[src/rtl/sorted_priority_queue_unit_defines.svh]
// Assertion macros used by the sorted priority queue top level.
`ifndef SORTED_PRIORITY_QUEUE_UNIT_DEFINES_SVH
`define SORTED_PRIORITY_QUEUE_UNIT_DEFINES_SVH

// Same-cycle implication, disabled while reset is asserted.
`define SPQ_ASSERT_NOW(label, clk, rst_n, ante, cons, msg) \
  label: assert property (@(posedge clk) disable iff (!rst_n) (ante) |-> (cons)) \
    else $error(msg);

// Next-cycle implication, disabled while reset is asserted.
`define SPQ_ASSERT_NEXT(label, clk, rst_n, ante, cons, msg) \
  label: assert property (@(posedge clk) disable iff (!rst_n) (ante) |=> (cons)) \
    else $error(msg);

`endif

[src/rtl/spq_pkg.sv]
// Types and constants of the sorted priority queue.
`timescale 1ns / 1ps

package spq_pkg;

  localparam int DEF_CAPACITY = 16;
  localparam int MAX_RESULTS  = 16;
  localparam int DATA_W       = 32;
  localparam int CMD_W        = 2;
  localparam int STATUS_W     = 3;
  localparam int OCC_W        = 5;

  typedef enum logic [CMD_W-1:0] {
    CMD_ENQ  = 2'd0,
    CMD_DEQ  = 2'd1,
    CMD_LIST = 2'd2,
    CMD_NOP  = 2'd3
  } cmd_t;

  typedef enum logic [STATUS_W-1:0] {
    ST_ENQ   = 3'd0,
    ST_DEQ   = 3'd1,
    ST_EMPTY = 3'd2,
    ST_FULL  = 3'd3,
    ST_LIST  = 3'd4
  } status_t;

  typedef enum logic {
    S_IDLE,
    S_LIST
  } state_t;

  typedef enum logic [1:0] {
    OP_HOLD,
    OP_INSERT,
    OP_REMOVE,
    OP_ROTATE
  } dp_op_t;

  typedef enum logic [1:0] {
    SEL_REQ,
    SEL_HEAD,
    SEL_ZERO
  } out_sel_t;

  typedef struct packed {
    dp_op_t   op;
    logic     idx_clr;
    logic     out_load;
    status_t  status;
    out_sel_t sel;
    logic     last;
  } dp_ctrl_t;

  typedef struct packed {
    logic empty;
    logic full;
    logic list_emit;
    logic list_last;
    logic list_end;
  } dp_stat_t;

endpackage

[src/rtl/spq_ifs.sv]
// Request and result channel interfaces of the sorted priority queue.
`timescale 1ns / 1ps

interface spq_in_if;
  logic                                valid;
  logic                                ready;
  logic [spq_pkg::CMD_W-1:0]           command;
  logic signed [spq_pkg::DATA_W-1:0]   value;
  logic signed [spq_pkg::DATA_W-1:0]   priority_req;

  modport source (output valid, command, value, priority_req, input ready);
  modport sink   (input valid, command, value, priority_req, output ready);
endinterface

interface spq_out_if;
  logic                                valid;
  logic                                ready;
  logic [spq_pkg::STATUS_W-1:0]        status;
  logic signed [spq_pkg::DATA_W-1:0]   value_res;
  logic signed [spq_pkg::DATA_W-1:0]   priority_res;
  logic [spq_pkg::OCC_W-1:0]           occupancy;
  logic                                last;

  modport source (output valid, status, value_res, priority_res, occupancy, last,
                  input ready);
  modport sink   (input valid, status, value_res, priority_res, occupancy, last,
                  output ready);
endinterface

[src/rtl/sorted_priority_queue_unit.sv]
// Top level of the sorted priority queue.
// The queue holds up to CAPACITY entries in ascending priority order (smaller
// signed priority first, equal priorities in arrival order), one register
// cell per entry with its own comparator. On enqueue every cell compares
// against the new priority in parallel, and on enqueue and dequeue the cells
// shift as one, so a new request is taken every cycle while results are
// being taken. A read-out rotates the cell array by one place each cycle,
// sending out the head, until every held entry has gone round once; a
// rotation that gives a result waits until the output register is free or
// being emptied, and no new request is taken meanwhile. At most the first
// sixteen entries give a result, any beyond that only rotate back into
// place. A held result waits in the output register; a request is taken only
// when it is free or being emptied. Command code 3 is taken and ignored.
`timescale 1ns / 1ps
`include "sorted_priority_queue_unit_defines.svh"

module sorted_priority_queue_unit #(
  parameter int CAPACITY = spq_pkg::DEF_CAPACITY
) (
  input  logic      clk,
  input  logic      rst_n,
  spq_in_if.sink    in_chan,
  spq_out_if.source out_chan
);

  localparam int CNT_W = $clog2(CAPACITY + 1);

  spq_pkg::dp_ctrl_t ctrl;
  spq_pkg::dp_stat_t stat;
  logic [CNT_W-1:0]  count;

  spq_ctrl u_ctrl (
    .clk        (clk),
    .rst_n      (rst_n),
    .in_valid   (in_chan.valid),
    .in_command (spq_pkg::cmd_t'(in_chan.command)),
    .in_ready   (in_chan.ready),
    .out_valid  (out_chan.valid),
    .out_ready  (out_chan.ready),
    .stat       (stat),
    .ctrl       (ctrl)
  );

  spq_datapath #(
    .CAPACITY (CAPACITY),
    .CNT_W    (CNT_W)
  ) u_datapath (
    .clk           (clk),
    .rst_n         (rst_n),
    .ctrl          (ctrl),
    .in_value      (in_chan.value),
    .in_priority   (in_chan.priority_req),
    .stat          (stat),
    .count         (count),
    .out_status    (out_chan.status),
    .out_value     (out_chan.value_res),
    .out_priority  (out_chan.priority_res),
    .out_occupancy (out_chan.occupancy),
    .out_last      (out_chan.last)
  );

  `SPQ_ASSERT_NOW(a_count_bound, clk, rst_n, 1'b1, int'(count) <= CAPACITY, "count above capacity")
  `SPQ_ASSERT_NOW(a_no_req_on_stall, clk, rst_n, out_chan.valid && !out_chan.ready, !in_chan.ready, "request taken while result stalled")
  `SPQ_ASSERT_NEXT(a_enq_result, clk, rst_n, in_chan.valid && in_chan.ready && (in_chan.command == spq_pkg::CMD_ENQ), out_chan.valid && out_chan.last && ((out_chan.status == spq_pkg::ST_ENQ) || (out_chan.status == spq_pkg::ST_FULL)), "enqueue gave no result")
  `SPQ_ASSERT_NEXT(a_deq_empty, clk, rst_n, in_chan.valid && in_chan.ready && (in_chan.command == spq_pkg::CMD_DEQ) && stat.empty, out_chan.valid && (out_chan.status == spq_pkg::ST_EMPTY) && (out_chan.value_res == '0), "dequeue on empty queue misreported")

endmodule

[src/rtl/spq_ctrl.sv]
// Controller state machine of the sorted priority queue.
`timescale 1ns / 1ps

module spq_ctrl (
  input  logic              clk,
  input  logic              rst_n,
  input  logic              in_valid,
  input  spq_pkg::cmd_t     in_command,
  output logic              in_ready,
  output logic              out_valid,
  input  logic              out_ready,
  input  spq_pkg::dp_stat_t stat,
  output spq_pkg::dp_ctrl_t ctrl
);

  spq_pkg::state_t state_r, state_nxt;
  logic            out_valid_r, out_valid_nxt;
  logic            slot_free;

  // The result register can take a new result when empty or being emptied.
  assign slot_free = !out_valid_r || out_ready;
  assign out_valid = out_valid_r;

  always_ff @(posedge clk) begin
    if (!rst_n) begin
      state_r     <= spq_pkg::S_IDLE;
      out_valid_r <= 1'b0;
    end else begin
      state_r     <= state_nxt;
      out_valid_r <= out_valid_nxt;
    end
  end

  always_comb begin
    state_nxt     = state_r;
    in_ready      = 1'b0;
    ctrl.op       = spq_pkg::OP_HOLD;
    ctrl.idx_clr  = 1'b0;
    ctrl.out_load = 1'b0;
    ctrl.status   = spq_pkg::ST_ENQ;
    ctrl.sel      = spq_pkg::SEL_REQ;
    ctrl.last     = 1'b1;
    case (state_r)
      spq_pkg::S_IDLE: begin
        in_ready = slot_free;
        if (in_valid && slot_free) begin
          case (in_command)
            spq_pkg::CMD_ENQ: begin
              ctrl.out_load = 1'b1;
              ctrl.sel      = spq_pkg::SEL_REQ;
              if (stat.full) begin
                ctrl.status = spq_pkg::ST_FULL;
              end else begin
                ctrl.op     = spq_pkg::OP_INSERT;
                ctrl.status = spq_pkg::ST_ENQ;
              end
            end
            spq_pkg::CMD_DEQ: begin
              ctrl.out_load = 1'b1;
              if (stat.empty) begin
                ctrl.status = spq_pkg::ST_EMPTY;
                ctrl.sel    = spq_pkg::SEL_ZERO;
              end else begin
                ctrl.op     = spq_pkg::OP_REMOVE;
                ctrl.status = spq_pkg::ST_DEQ;
                ctrl.sel    = spq_pkg::SEL_HEAD;
              end
            end
            spq_pkg::CMD_LIST: begin
              if (stat.empty) begin
                ctrl.out_load = 1'b1;
                ctrl.status   = spq_pkg::ST_EMPTY;
                ctrl.sel      = spq_pkg::SEL_ZERO;
              end else begin
                ctrl.idx_clr = 1'b1;
                state_nxt    = spq_pkg::S_LIST;
              end
            end
            default: begin
            end
          endcase
        end
      end
      spq_pkg::S_LIST: begin
        // The list is rotated once per entry so that it is back in order at
        // the end; entries past the result limit rotate without a result.
        ctrl.status = spq_pkg::ST_LIST;
        ctrl.sel    = spq_pkg::SEL_HEAD;
        ctrl.last   = stat.list_last;
        if (!stat.list_emit || slot_free) begin
          ctrl.op       = spq_pkg::OP_ROTATE;
          ctrl.out_load = stat.list_emit;
          if (stat.list_end) begin
            state_nxt = spq_pkg::S_IDLE;
          end
        end
      end
      default: begin
        state_nxt = spq_pkg::S_IDLE;
      end
    endcase
    out_valid_nxt = ctrl.out_load ? 1'b1 : (out_ready ? 1'b0 : out_valid_r);
  end

endmodule

[src/rtl/spq_datapath.sv]
// Datapath of the sorted priority queue: sorted entry cells and result register.
`timescale 1ns / 1ps

module spq_datapath #(
  parameter int CAPACITY = spq_pkg::DEF_CAPACITY,
  parameter int CNT_W    = $clog2(CAPACITY + 1)
) (
  input  logic                              clk,
  input  logic                              rst_n,
  input  spq_pkg::dp_ctrl_t                 ctrl,
  input  logic signed [spq_pkg::DATA_W-1:0] in_value,
  input  logic signed [spq_pkg::DATA_W-1:0] in_priority,
  output spq_pkg::dp_stat_t                 stat,
  output logic [CNT_W-1:0]                  count,
  output logic [spq_pkg::STATUS_W-1:0]      out_status,
  output logic signed [spq_pkg::DATA_W-1:0] out_value,
  output logic signed [spq_pkg::DATA_W-1:0] out_priority,
  output logic [spq_pkg::OCC_W-1:0]         out_occupancy,
  output logic                              out_last
);

  logic signed [spq_pkg::DATA_W-1:0] cell_v_r [CAPACITY];
  logic signed [spq_pkg::DATA_W-1:0] cell_p_r [CAPACITY];
  logic signed [spq_pkg::DATA_W-1:0] cell_v_nxt [CAPACITY];
  logic signed [spq_pkg::DATA_W-1:0] cell_p_nxt [CAPACITY];
  logic signed [spq_pkg::DATA_W-1:0] up_v [CAPACITY];
  logic signed [spq_pkg::DATA_W-1:0] up_p [CAPACITY];
  logic signed [spq_pkg::DATA_W-1:0] dn_v [CAPACITY];
  logic signed [spq_pkg::DATA_W-1:0] dn_p [CAPACITY];
  logic [CAPACITY-1:0]               ins;
  logic [CAPACITY-1:0]               prev_ins;

  logic [CNT_W-1:0] count_r, count_nxt;
  logic [CNT_W-1:0] idx_r, idx_nxt;
  int               list_len;

  logic [spq_pkg::STATUS_W-1:0]      status_r;
  logic signed [spq_pkg::DATA_W-1:0] value_r;
  logic signed [spq_pkg::DATA_W-1:0] priority_r;
  logic [spq_pkg::OCC_W-1:0]         occ_r;
  logic                              last_r;
  logic signed [spq_pkg::DATA_W-1:0] sel_v, sel_p;

  // Neighbour taps of each cell: the one above for shifting towards the head,
  // the one below for opening a gap on insertion.
  for (genvar g = 0; g < CAPACITY; g++) begin : g_nb
    if (g == CAPACITY - 1) begin : g_top
      assign up_v[g] = cell_v_r[0];
      assign up_p[g] = cell_p_r[0];
    end else begin : g_mid
      assign up_v[g] = cell_v_r[g+1];
      assign up_p[g] = cell_p_r[g+1];
    end
    if (g == 0) begin : g_head
      assign dn_v[g]     = in_value;
      assign dn_p[g]     = in_priority;
      assign prev_ins[g] = 1'b0;
    end else begin : g_rest
      assign dn_v[g]     = cell_v_r[g-1];
      assign dn_p[g]     = cell_p_r[g-1];
      assign prev_ins[g] = ins[g-1];
    end
  end

  always_comb begin
    for (int i = 0; i < CAPACITY; i++) begin
      // The new entry goes before every held entry of strictly greater priority.
      ins[i] = (i >= int'(count_r)) || (cell_p_r[i] > in_priority);
    end
  end

  always_comb begin
    for (int i = 0; i < CAPACITY; i++) begin
      cell_v_nxt[i] = cell_v_r[i];
      cell_p_nxt[i] = cell_p_r[i];
      case (ctrl.op)
        spq_pkg::OP_INSERT: begin
          if (ins[i]) begin
            cell_v_nxt[i] = prev_ins[i] ? dn_v[i] : in_value;
            cell_p_nxt[i] = prev_ins[i] ? dn_p[i] : in_priority;
          end
        end
        spq_pkg::OP_REMOVE: begin
          cell_v_nxt[i] = up_v[i];
          cell_p_nxt[i] = up_p[i];
        end
        spq_pkg::OP_ROTATE: begin
          if (i == int'(count_r) - 1) begin
            cell_v_nxt[i] = cell_v_r[0];
            cell_p_nxt[i] = cell_p_r[0];
          end else begin
            cell_v_nxt[i] = up_v[i];
            cell_p_nxt[i] = up_p[i];
          end
        end
        default: begin
        end
      endcase
    end
  end

  always_ff @(posedge clk) begin
    for (int i = 0; i < CAPACITY; i++) begin
      cell_v_r[i] <= cell_v_nxt[i];
      cell_p_r[i] <= cell_p_nxt[i];
    end
  end

  always_comb begin
    count_nxt = count_r;
    case (ctrl.op)
      spq_pkg::OP_INSERT: count_nxt = count_r + CNT_W'(1);
      spq_pkg::OP_REMOVE: count_nxt = count_r - CNT_W'(1);
      default:            count_nxt = count_r;
    endcase
    idx_nxt = idx_r;
    if (ctrl.idx_clr) begin
      idx_nxt = '0;
    end else if (ctrl.op == spq_pkg::OP_ROTATE) begin
      idx_nxt = idx_r + CNT_W'(1);
    end
  end

  always_ff @(posedge clk) begin
    if (!rst_n) begin
      count_r <= '0;
      idx_r   <= '0;
    end else begin
      count_r <= count_nxt;
      idx_r   <= idx_nxt;
    end
  end

  assign list_len = (int'(count_r) < spq_pkg::MAX_RESULTS) ? int'(count_r)
                                                           : spq_pkg::MAX_RESULTS;

  assign stat.empty     = (count_r == '0);
  assign stat.full      = (int'(count_r) >= CAPACITY);
  assign stat.list_emit = (int'(idx_r) < spq_pkg::MAX_RESULTS);
  assign stat.list_last = (int'(idx_r) + 1 == list_len);
  assign stat.list_end  = (int'(idx_r) + 1 == int'(count_r));
  assign count          = count_r;

  always_comb begin
    case (ctrl.sel)
      spq_pkg::SEL_REQ: begin
        sel_v = in_value;
        sel_p = in_priority;
      end
      spq_pkg::SEL_HEAD: begin
        sel_v = cell_v_r[0];
        sel_p = cell_p_r[0];
      end
      default: begin
        sel_v = '0;
        sel_p = '0;
      end
    endcase
  end

  // Result register; occupancy is the count after this request, to five bits.
  always_ff @(posedge clk) begin
    if (ctrl.out_load) begin
      status_r   <= ctrl.status;
      value_r    <= sel_v;
      priority_r <= sel_p;
      occ_r      <= spq_pkg::OCC_W'(count_nxt);
      last_r     <= ctrl.last;
    end
  end

  assign out_status    = status_r;
  assign out_value     = value_r;
  assign out_priority  = priority_r;
  assign out_occupancy = occ_r;
  assign out_last      = last_r;

endmodule
[src/flat_wrapper.sv]
// flat-port wrapper written by rule: the top's interface ports become plain ports
module sorted_priority_queue_unit_flat 
#(
  parameter int CAPACITY = spq_pkg::DEF_CAPACITY
)
  (clk, rst_n, in_chan_valid, in_chan_command, in_chan_value, in_chan_priority_req, in_chan_ready, out_chan_valid, out_chan_status, out_chan_value_res, out_chan_priority_res, out_chan_occupancy, out_chan_last, out_chan_ready);
  spq_in_if in_chan_i ();
  spq_out_if out_chan_i ();
  input  logic clk;
  input  logic rst_n;
  input wire logic [$bits(in_chan_i.valid)-1:0] in_chan_valid;
  input wire logic [$bits(in_chan_i.command)-1:0] in_chan_command;
  input wire logic [$bits(in_chan_i.value)-1:0] in_chan_value;
  input wire logic [$bits(in_chan_i.priority_req)-1:0] in_chan_priority_req;
  output wire logic [$bits(in_chan_i.ready)-1:0] in_chan_ready;
  output wire logic [$bits(out_chan_i.valid)-1:0] out_chan_valid;
  output wire logic [$bits(out_chan_i.status)-1:0] out_chan_status;
  output wire logic [$bits(out_chan_i.value_res)-1:0] out_chan_value_res;
  output wire logic [$bits(out_chan_i.priority_res)-1:0] out_chan_priority_res;
  output wire logic [$bits(out_chan_i.occupancy)-1:0] out_chan_occupancy;
  output wire logic [$bits(out_chan_i.last)-1:0] out_chan_last;
  input wire logic [$bits(out_chan_i.ready)-1:0] out_chan_ready;
  assign in_chan_i.valid = in_chan_valid;
  assign in_chan_i.command = in_chan_command;
  assign in_chan_i.value = in_chan_value;
  assign in_chan_i.priority_req = in_chan_priority_req;
  assign in_chan_ready = in_chan_i.ready;
  assign out_chan_valid = out_chan_i.valid;
  assign out_chan_status = out_chan_i.status;
  assign out_chan_value_res = out_chan_i.value_res;
  assign out_chan_priority_res = out_chan_i.priority_res;
  assign out_chan_occupancy = out_chan_i.occupancy;
  assign out_chan_last = out_chan_i.last;
  assign out_chan_i.ready = out_chan_ready;
  sorted_priority_queue_unit #(.CAPACITY(CAPACITY)) u_core (.clk(clk), .rst_n(rst_n), .in_chan(in_chan_i), .out_chan(out_chan_i));
endmodule
[config.mk]
export PLATFORM = sky130hd
export DESIGN_NAME = sorted_priority_queue_unit_flat
export DESIGN_NICKNAME = d
export VERILOG_FILES = /design/src/rtl/spq_pkg.sv /design/src/rtl/spq_ifs.sv /design/src/rtl/sorted_priority_queue_unit.sv /design/src/rtl/spq_ctrl.sv /design/src/rtl/spq_datapath.sv /design/src/flat_wrapper.sv
export VERILOG_INCLUDE_DIRS = /design/src /design/src/rtl
export SDC_FILE = /design/constraint.sdc
export NUM_CORES = 2
export LEC_CHECK = 0
export ABC_AREA = 1
export BUFFER_PORTS_ARGS = -buffer_cell sky130_fd_sc_hd__buf_2
export CORE_ASPECT_RATIO = 1.75
export CORE_MARGIN = 10
export CORE_UTILIZATION = 25
export CTS_BUF_LIST = sky130_fd_sc_hd__clkbuf_4
export CTS_CLUSTER_SIZE = 24
export DETAILED_ROUTE_END_ITERATION = 10
export PLACE_DENSITY_LB_ADDON = 0.25
export SETUP_SLACK_MARGIN = 0.4
export SYNTH_ARGS = -nofsm -noshare
export SYNTH_HDL_FRONTEND = slang
export SYNTH_SLANG_ARGS = --single-unit
[constraint.sdc]
create_clock -name clk -period 8 [get_ports clk]
set_clock_uncertainty 0.1 [all_clocks]
set_input_delay 0.8 -clock clk [delete_from_list [all_inputs] [get_ports clk]]
set_output_delay 0.8 -clock clk [all_outputs]
set_load 0.005 [all_outputs]
# --- Word level (Yosys, flattened, before mapping) ---
# Memories as Yosys holds them, arrays and structs flattened.
# Index checks and enable logic that the tools add are counted.
totals:
  regBits: 85
  mem_bits_rw: 1024
  in_bits: 70
  output_inout_bits: 75
  word_cells: 253
  n_memories: 2
op_classes:
  n_addsub: 5
  n_lt_le_gt_ge: 35
  n_eq_ne: 22
  mux: 150
  n_bitwise: 2
  reduce_logical: 28
memory_table:
  columns: ["name", "depth", "word_bits", "read_ports", "rd_clocked_by_memory_dff", "write_ports", "line", "text"]
  rows:
  - ["u_core.u_datapath.cell_p_r", 16, 32, 16, 0, 16, "spq_datapath.sv:23", "logic signed [spq_pkg::DATA_W-1:0] cell_p_r [CAPACITY];"]
  - ["u_core.u_datapath.cell_v_r", 16, 32, 16, 0, 16, "spq_datapath.sv:22", "logic signed [spq_pkg::DATA_W-1:0] cell_v_r [CAPACITY];"]
op_table:
  columns: ["operator", "n"]
  rows:
  - ["2-to-1 mux 32 bit", 92]
  - ["one-hot mux 32 bit (3 select lines)", 30]
  - ["greater-than comparator 32 bit", 16]
  - ["one-hot mux 32 bit (2 select lines)", 4]
  - ["equality test 5 x 32 -> 1 bit, first input constant", 7]
  - ["equality test 4 x 32 -> 1 bit, first input constant", 4]
  - ["equality test 3 x 32 -> 1 bit, first input constant", 2]
  - [">= comparator 4 x 5 -> 1 bit, first input constant", 8]
  - ["equality test 2 x 32 -> 1 bit, first input constant", 1]
  - ["equality test 32 x 6 -> 1 bit", 1]
  - ["logical NOT 32 bit", 1]
  - [">= comparator 3 x 5 -> 1 bit, first input constant", 4]
  - ["logical OR 1 bit", 18]
  - ["one-hot mux 6 bit (3 select lines)", 1]
  - ["one-hot mux 6 bit (2 select lines)", 1]
  - ["2-to-1 mux 1 bit", 11]
  - ["adder 5 x 1 -> 5 bit, second input constant", 2]
  - [">= comparator 1 x 5 -> 1 bit, first input constant", 2]
  - [">= comparator 2 x 5 -> 1 bit, first input constant", 2]
  - ["less-than comparator 5 bit, second input constant", 2]
  - ["one-hot mux 5 bit (2 select lines)", 1]
  - ["2-to-1 mux 9 bit", 1]
  - ["one-hot mux 2 bit (2 select lines)", 2]
  - ["adder 5 x 1 -> 6 bit, second input constant", 1]
  - ["18 further kinds", 28]

# --- Logic depth before layout (Yosys ltp) ---
logic_depth:
  word_depth: 8
  mapped_depth: 22
  depth_no_buf: 20

# --- By module ---
# From an unflattened synthesis, not the netlist that was laid out.
hier_totals:
  cells_unflattened: 12546
  area_unflattened_um2: 88324.7
by_module_without_submodules:
  columns: ["module", "n_inst", "cells_per_inst", "area_each_um2", "seq_area_each_um2"]
  rows:
  - ["spq_datapath", 1, 12504, 88082.0, 33141.8]
  - ["spq_ctrl", 1, 42, 242.7, 40.0]

# --- Worst setup path after synthesis ---
# No wires, ideal clock.
synth_path:
  kind: "in2reg"
  startpoint: "input port out_chan_ready"
  endpoint: "register u_core.u_datapath.last_r, in the netlist u_core.u_datapath.out_last, enable pin"
  setup_time_ps: 614
  t_arrival_ps: 6282
  required_ps: 7286
  path_slack_ps: 1004
  stages: 2
  n_path_buf: 0
  path_cell_list: "nor2_1 > o31ai_1"
synth_between:
  elab_chain_len: 4
  word_cells_on_any_way: 6
  cone_classes: "3 x mux; 3 x reduce/logical"
synth_rtl:
  columns: ["item", "line", "text"]
  rows:
  - ["start, declared", "flat_wrapper.sv:22", "input wire logic [$bits(out_chan_i.ready)-1:0] out_chan_ready;"]
  - ["logical OR 1 bit *", "spq_ctrl.sv:21", "assign slot_free = !out_valid_r || out_ready;"]
  - ["logical OR 1 bit or logical AND 1 bit (tied branches)", "spq_ctrl.sv:90, spq_ctrl.sv:46", null]
  - ["2-to-1 mux 1 bit or 2-to-1 mux 9 bit (tied branches)", "spq_ctrl.sv:90, spq_ctrl.sv:46", null]
  - ["one-hot mux 6 bit (2 select lines) *", "spq_ctrl.sv:43", "case (state_r)"]
  - ["end signal, assigned", "spq_datapath.sv:168", "last_r <= ctrl.last;"]
  - ["end, declared", "spq_datapath.sv:41", "logic last_r;"]
# Every way passes the cells marked *; elsewhere a longest branch is shown, timed or not.
# A chain may end at the register's enable or synchronous reset.

==> results.toml <==
[drt]
viasPerCell = 5.29
post_drt_wl_per_cell_um = 26.6
postRouteAntennaNets = 0
detailedRoute.firstPassIterationCount = 6
route.detailed.drc = 0
drtIter0Drc = 7135
vias = 84200
routed_wirelength_mm = 424

[worst_setup_path]
number_of_cells_on_the_worst_reg_to_reg_path = 16
worst_setup_path_endpoint = "u_core.u_datapath.cell_p_r[0][253]"
cp_data_required_time_ns = 8.96
critical_path.n_buffers_inverters = 6
r2r-start = "u_core.u_datapath.count[1]"
cpMaxStageDelayCell = "sky130_fd_sc_hd__buf_4"
setup.worst_path.start_class = "flip-flop"
reg_to_reg_critical_path_endpoint = "u_core.u_datapath.cell_p_r[0][253]"
worst_ep_arrival_time_ns = 6.98
cp_cell_sequence = "buf_4 -> nor2_1 -> nand2_2 -> nor2_1 -> inv_2 -> nand3b_1 -> o21ai_1 -> inv_2 -> a21oi_1 -> ha_4 -> nor2_4 -> buf_4 -> buf_12 -> buf_4 -> nand3_1 -> nand2_1"
path_class = "flip-flop to flip-flop"
critical_path_depth = 16
cp-startpoint = "u_core.u_datapath.count[1]"
path_max_fanout = 181
max_stage_delay_ns = 0.84
cpLargestDelayFamily = "buffers and inverters"
r2r_slack_ns = 1.98
path_common_cell = "sky130_fd_sc_hd__buf_4"
cp-end-kind = "flip-flop"

[final_layout]
design.final.nets = 12000
flow.area_growth_from_synthesis_pct = 11.5
most_common_cell_after_layout_fill_and_taps_aside = "sky130_fd_sc_hd__nand2_1"
final_cell_count_no_fill = 15900
fillers = 37100
layout_common_cells = "sky130_fd_sc_hd__nand2_1, sky130_fd_sc_hd__inv_1, sky130_fd_sc_hd__nand3_1"
layout_cell_share_with_drive_strength_beyond_1 = 0.0833

[sta]
final_hold_viol_count = 0
report.final.slew_viol_count = 0
max_freq_mhz = 166
finalSetupTns_ns = 0
final_min_period_over_clock_period = 0.752
min_period_ns = 6.02
rsz0062_at_grt = "false"
report.final.setup_viol = 0
slew_headroom = 0.113
timing_worst_slew_pin_value_ns = 1.33

[yosys]
syn_avg_cell_area_um2 = 7.27
synth_nets = 12000
netlist_top_cells_area = "sky130_fd_sc_hd__edfxtp_1, sky130_fd_sc_hd__nand2_1, sky130_fd_sc_hd__nand3_1, sky130_fd_sc_hd__inv_1, sky130_fd_sc_hd__ha_1"
synth-edff-count = 1097
ys_async_sr_fraction = 0
synth_seq_area_share = 0.400
synth_area_leader = "sky130_fd_sc_hd__edfxtp_1"
synth_area_mm2 = 0.0830
synth.yosys.warnings = 0
synthesis.instances = 11400
post_synth_num_cell_types = 44
synth.top_cell.area_share = 0.397
ys_ff_latch = 1109
dominantRegCellSynth = "sky130_fd_sc_hd__edfxtp_1"

[global_routing]
grt_pass1_vias = 86000
global_route.usage.total = 0.226
grt_antenna_before_repair = 10
grt_start_max_net_pins = 182
gr-total-overflow = 0
grt_first_pass_wirelength_mm = 598

[pwr]
netSwitchingPower_mw = 14.8
power.ir.vdd_worst_uv = 178
internal-power_mw = 15.7
pwr_density_cell_mw_per_mm2 = 329
share_clk_of_total_power = 0.187
power.switching_fraction = 0.485
comb_power_share = 0.479
seq_power_share = 0.335
cellLeakagePower_nw = 41.9

[clocking]
numCtsBuffers = 325
clockBufferDepth = 4
tritoncts = "built"
clock_latency_ns = 1.30
cts_root_buffer = "sky130_fd_sc_hd__clkbuf_4"
cts-resized-gates = 0
htree_levels = 5
path_clk_slew_ns = 0.06
clock-sinks = 1109

[flow_run]
maxCapViolations = 0

[floorplan]
placementRows = 279
floorplan.io_pins = 145
die_height_um = 782
width_of_the_die_um = 456
dieArea_mm2 = 0.356
coreArea_mm2 = 0.330
floorplan.initialDensity = 0.251

[placed_design]
numPortBuffers = 144
placedCellCount = 15300
gp_congestion = 0.942
hpwl_mm = 291

[hold_path]
timing.hold.worst.start = "in_chan_priority_req[0]"
timing.hold.worst.class = "primary input to flip-flop"

[run_status]
status = "completed"
tightest hold or removal path, delay by kind of cell:
kind	cells	cell delay [ns]
compound gates	1	0.09
simple gates	1	0.12
buf+inv	2	0.33
state kept, by name, summed over array words and instances (netlist names):
name,cells
u_core.u_datapath.idx_r,5
u_core.u_datapath.out_occupancy,5
u_core.u_ctrl.out_valid,1
u_core.u_datapath.cell_p_r,512
u_core.u_datapath.cell_v_r,512
u_core.u_datapath.out_last,1
u_core.u_datapath.out_value,32
u_core.u_datapath.count,5
u_core.u_datapath.out_status,3
u_core.u_datapath.out_priority,32
u_core.u_ctrl.state_r,1
synthesized netlist by cell type, types with 3 or more instances:
master and number:
sky130_fd_sc_hd__nand2_1 2755, sky130_fd_sc_hd__inv_1 2140, sky130_fd_sc_hd__nand3_1 1984, sky130_fd_sc_hd__edfxtp_1 1097, sky130_fd_sc_hd__o22ai_1 832, sky130_fd_sc_hd__ha_1 520, sky130_fd_sc_hd__clkbuf_1 492, sky130_fd_sc_hd__o21ai_0 437
sky130_fd_sc_hd__a21oi_1 349, sky130_fd_sc_hd__buf_2 252, sky130_fd_sc_hd__nor2_1 248, sky130_fd_sc_hd__buf_1 54, sky130_fd_sc_hd__nand4_1 52, sky130_fd_sc_hd__clkinv_1 32, sky130_fd_sc_hd__o21a_1 23, sky130_fd_sc_hd__nor3_1 20
sky130_fd_sc_hd__buf_4 15, sky130_fd_sc_hd__buf_6 15, sky130_fd_sc_hd__dfxtp_1 12, sky130_fd_sc_hd__a21o_1 9, sky130_fd_sc_hd__o21ai_2 8, sky130_fd_sc_hd__inv_2 7, sky130_fd_sc_hd__nor4_1 7, sky130_fd_sc_hd__xor2_1 7
sky130_fd_sc_hd__o21bai_1 6, sky130_fd_sc_hd__nor3b_1 4, sky130_fd_sc_hd__a31oi_1 3, sky130_fd_sc_hd__and3_1 3, sky130_fd_sc_hd__nor2_4 3, sky130_fd_sc_hd__or2_2 3
timing repair:
item / CTS / global route
setup endpoints to repair: 0 / 0
hold endpoints to repair: 77 / 0
buffers inserted: 0 / 0
hold buffers: 70 / 0
logic make-up after synthesis:
logic type,count (synthesis),share of synthesized area
buf+inv,3007,0.142
flops,1109,0.400
simple gates,5084,0.263
xor+xnor,9,0.000950
compound gates,1679,0.116
fa+ha+maj,521,0.0786
power by group through the flow:
| stage | Clock (mW) | Combinational, mW | Sequential (mW) |
|---|---|---|---|
| floorplan | 0 | 8.76 | 10.0 |
| global route | 6.03 | 15.8 | 10.3 |
| detailed placement | 0 | 14.2 | 10.3 |
| global placement | 0 | 14.1 | 10.2 |
| CTS | 5.76 | 14.3 | 10.2 |
| finish | 5.68 | 14.6 | 10.2 |
area by class of cell:
cell class / count / area, µm² / area share
inverters: 2179 / 8190 / 0.0885
clock buffers: 449 / 3370 / 0.0364
well taps: 4355 / 5450 / 0.0589
repair buffers: 454 / 3370 / 0.0364
clock inverters: 85 / 478 / 0.00516
flip-flops and latches: 1109 / 33200 / 0.358
diodes: 9 / 22.5 / 0.000243
multi-input cells: 7293 / 38500 / 0.416
worst min-delay path by stage:
stage / to / slack, ns / cells past startpoint
6_report: u_core.u_datapath.cell_p_r[0][0] / 0.18 / 4
5_1_grt: u_core.u_datapath.cell_p_r[0][0] / 0.09 / 4
4_1_cts: u_core.u_datapath.cell_p_r[0][0] / 0.10 / 4
3_5_place_dp: u_core.u_datapath.idx_r[3] / 0.39 / 2
3_3_place_gp: u_core.u_datapath.idx_r[3] / 0.39 / 2
2_1_floorplan: u_core.u_datapath.idx_r[3] / 0.37 / 2
through the flow:
| stage | total power, mW | setup slack (ns) | instance area, µm² | hold WS (ns) | utilization |
|---|---|---|---|---|---|
| 6_report | 30.4 | 1.98 | 92600 | 0.176 | 0.280 |
| 3_5_place_dp | 24.5 | 1.83 | 88000 | 0.394 | 0.266 |
| 2_1_floorplan | 18.8 | 1.00 | 83000 | 0.367 | - |
| 4_1_cts | 30.2 | 2.22 | 92500 | 0.102 | 0.280 |
| 5_1_grt | 32.1 | 1.81 | 92600 | 0.0873 | 0.280 |
| 3_3_place_gp | 24.3 | 1.89 | 88000 | 0.390 | 0.266 |
layer usage:
metal | vias up | share of wire | GRT usage
met5 | - | 0.000097 | 0
met4 | 6 | 0.12 | 0.231
met3 | 1669 | 0.056 | 0.0341
met2 | 3854 | 0.50 | 0.403
met1 | 40800 | 0.33 | 0.216
li1 | 37900 | - | -
Power figures use the tool's default switching activity.
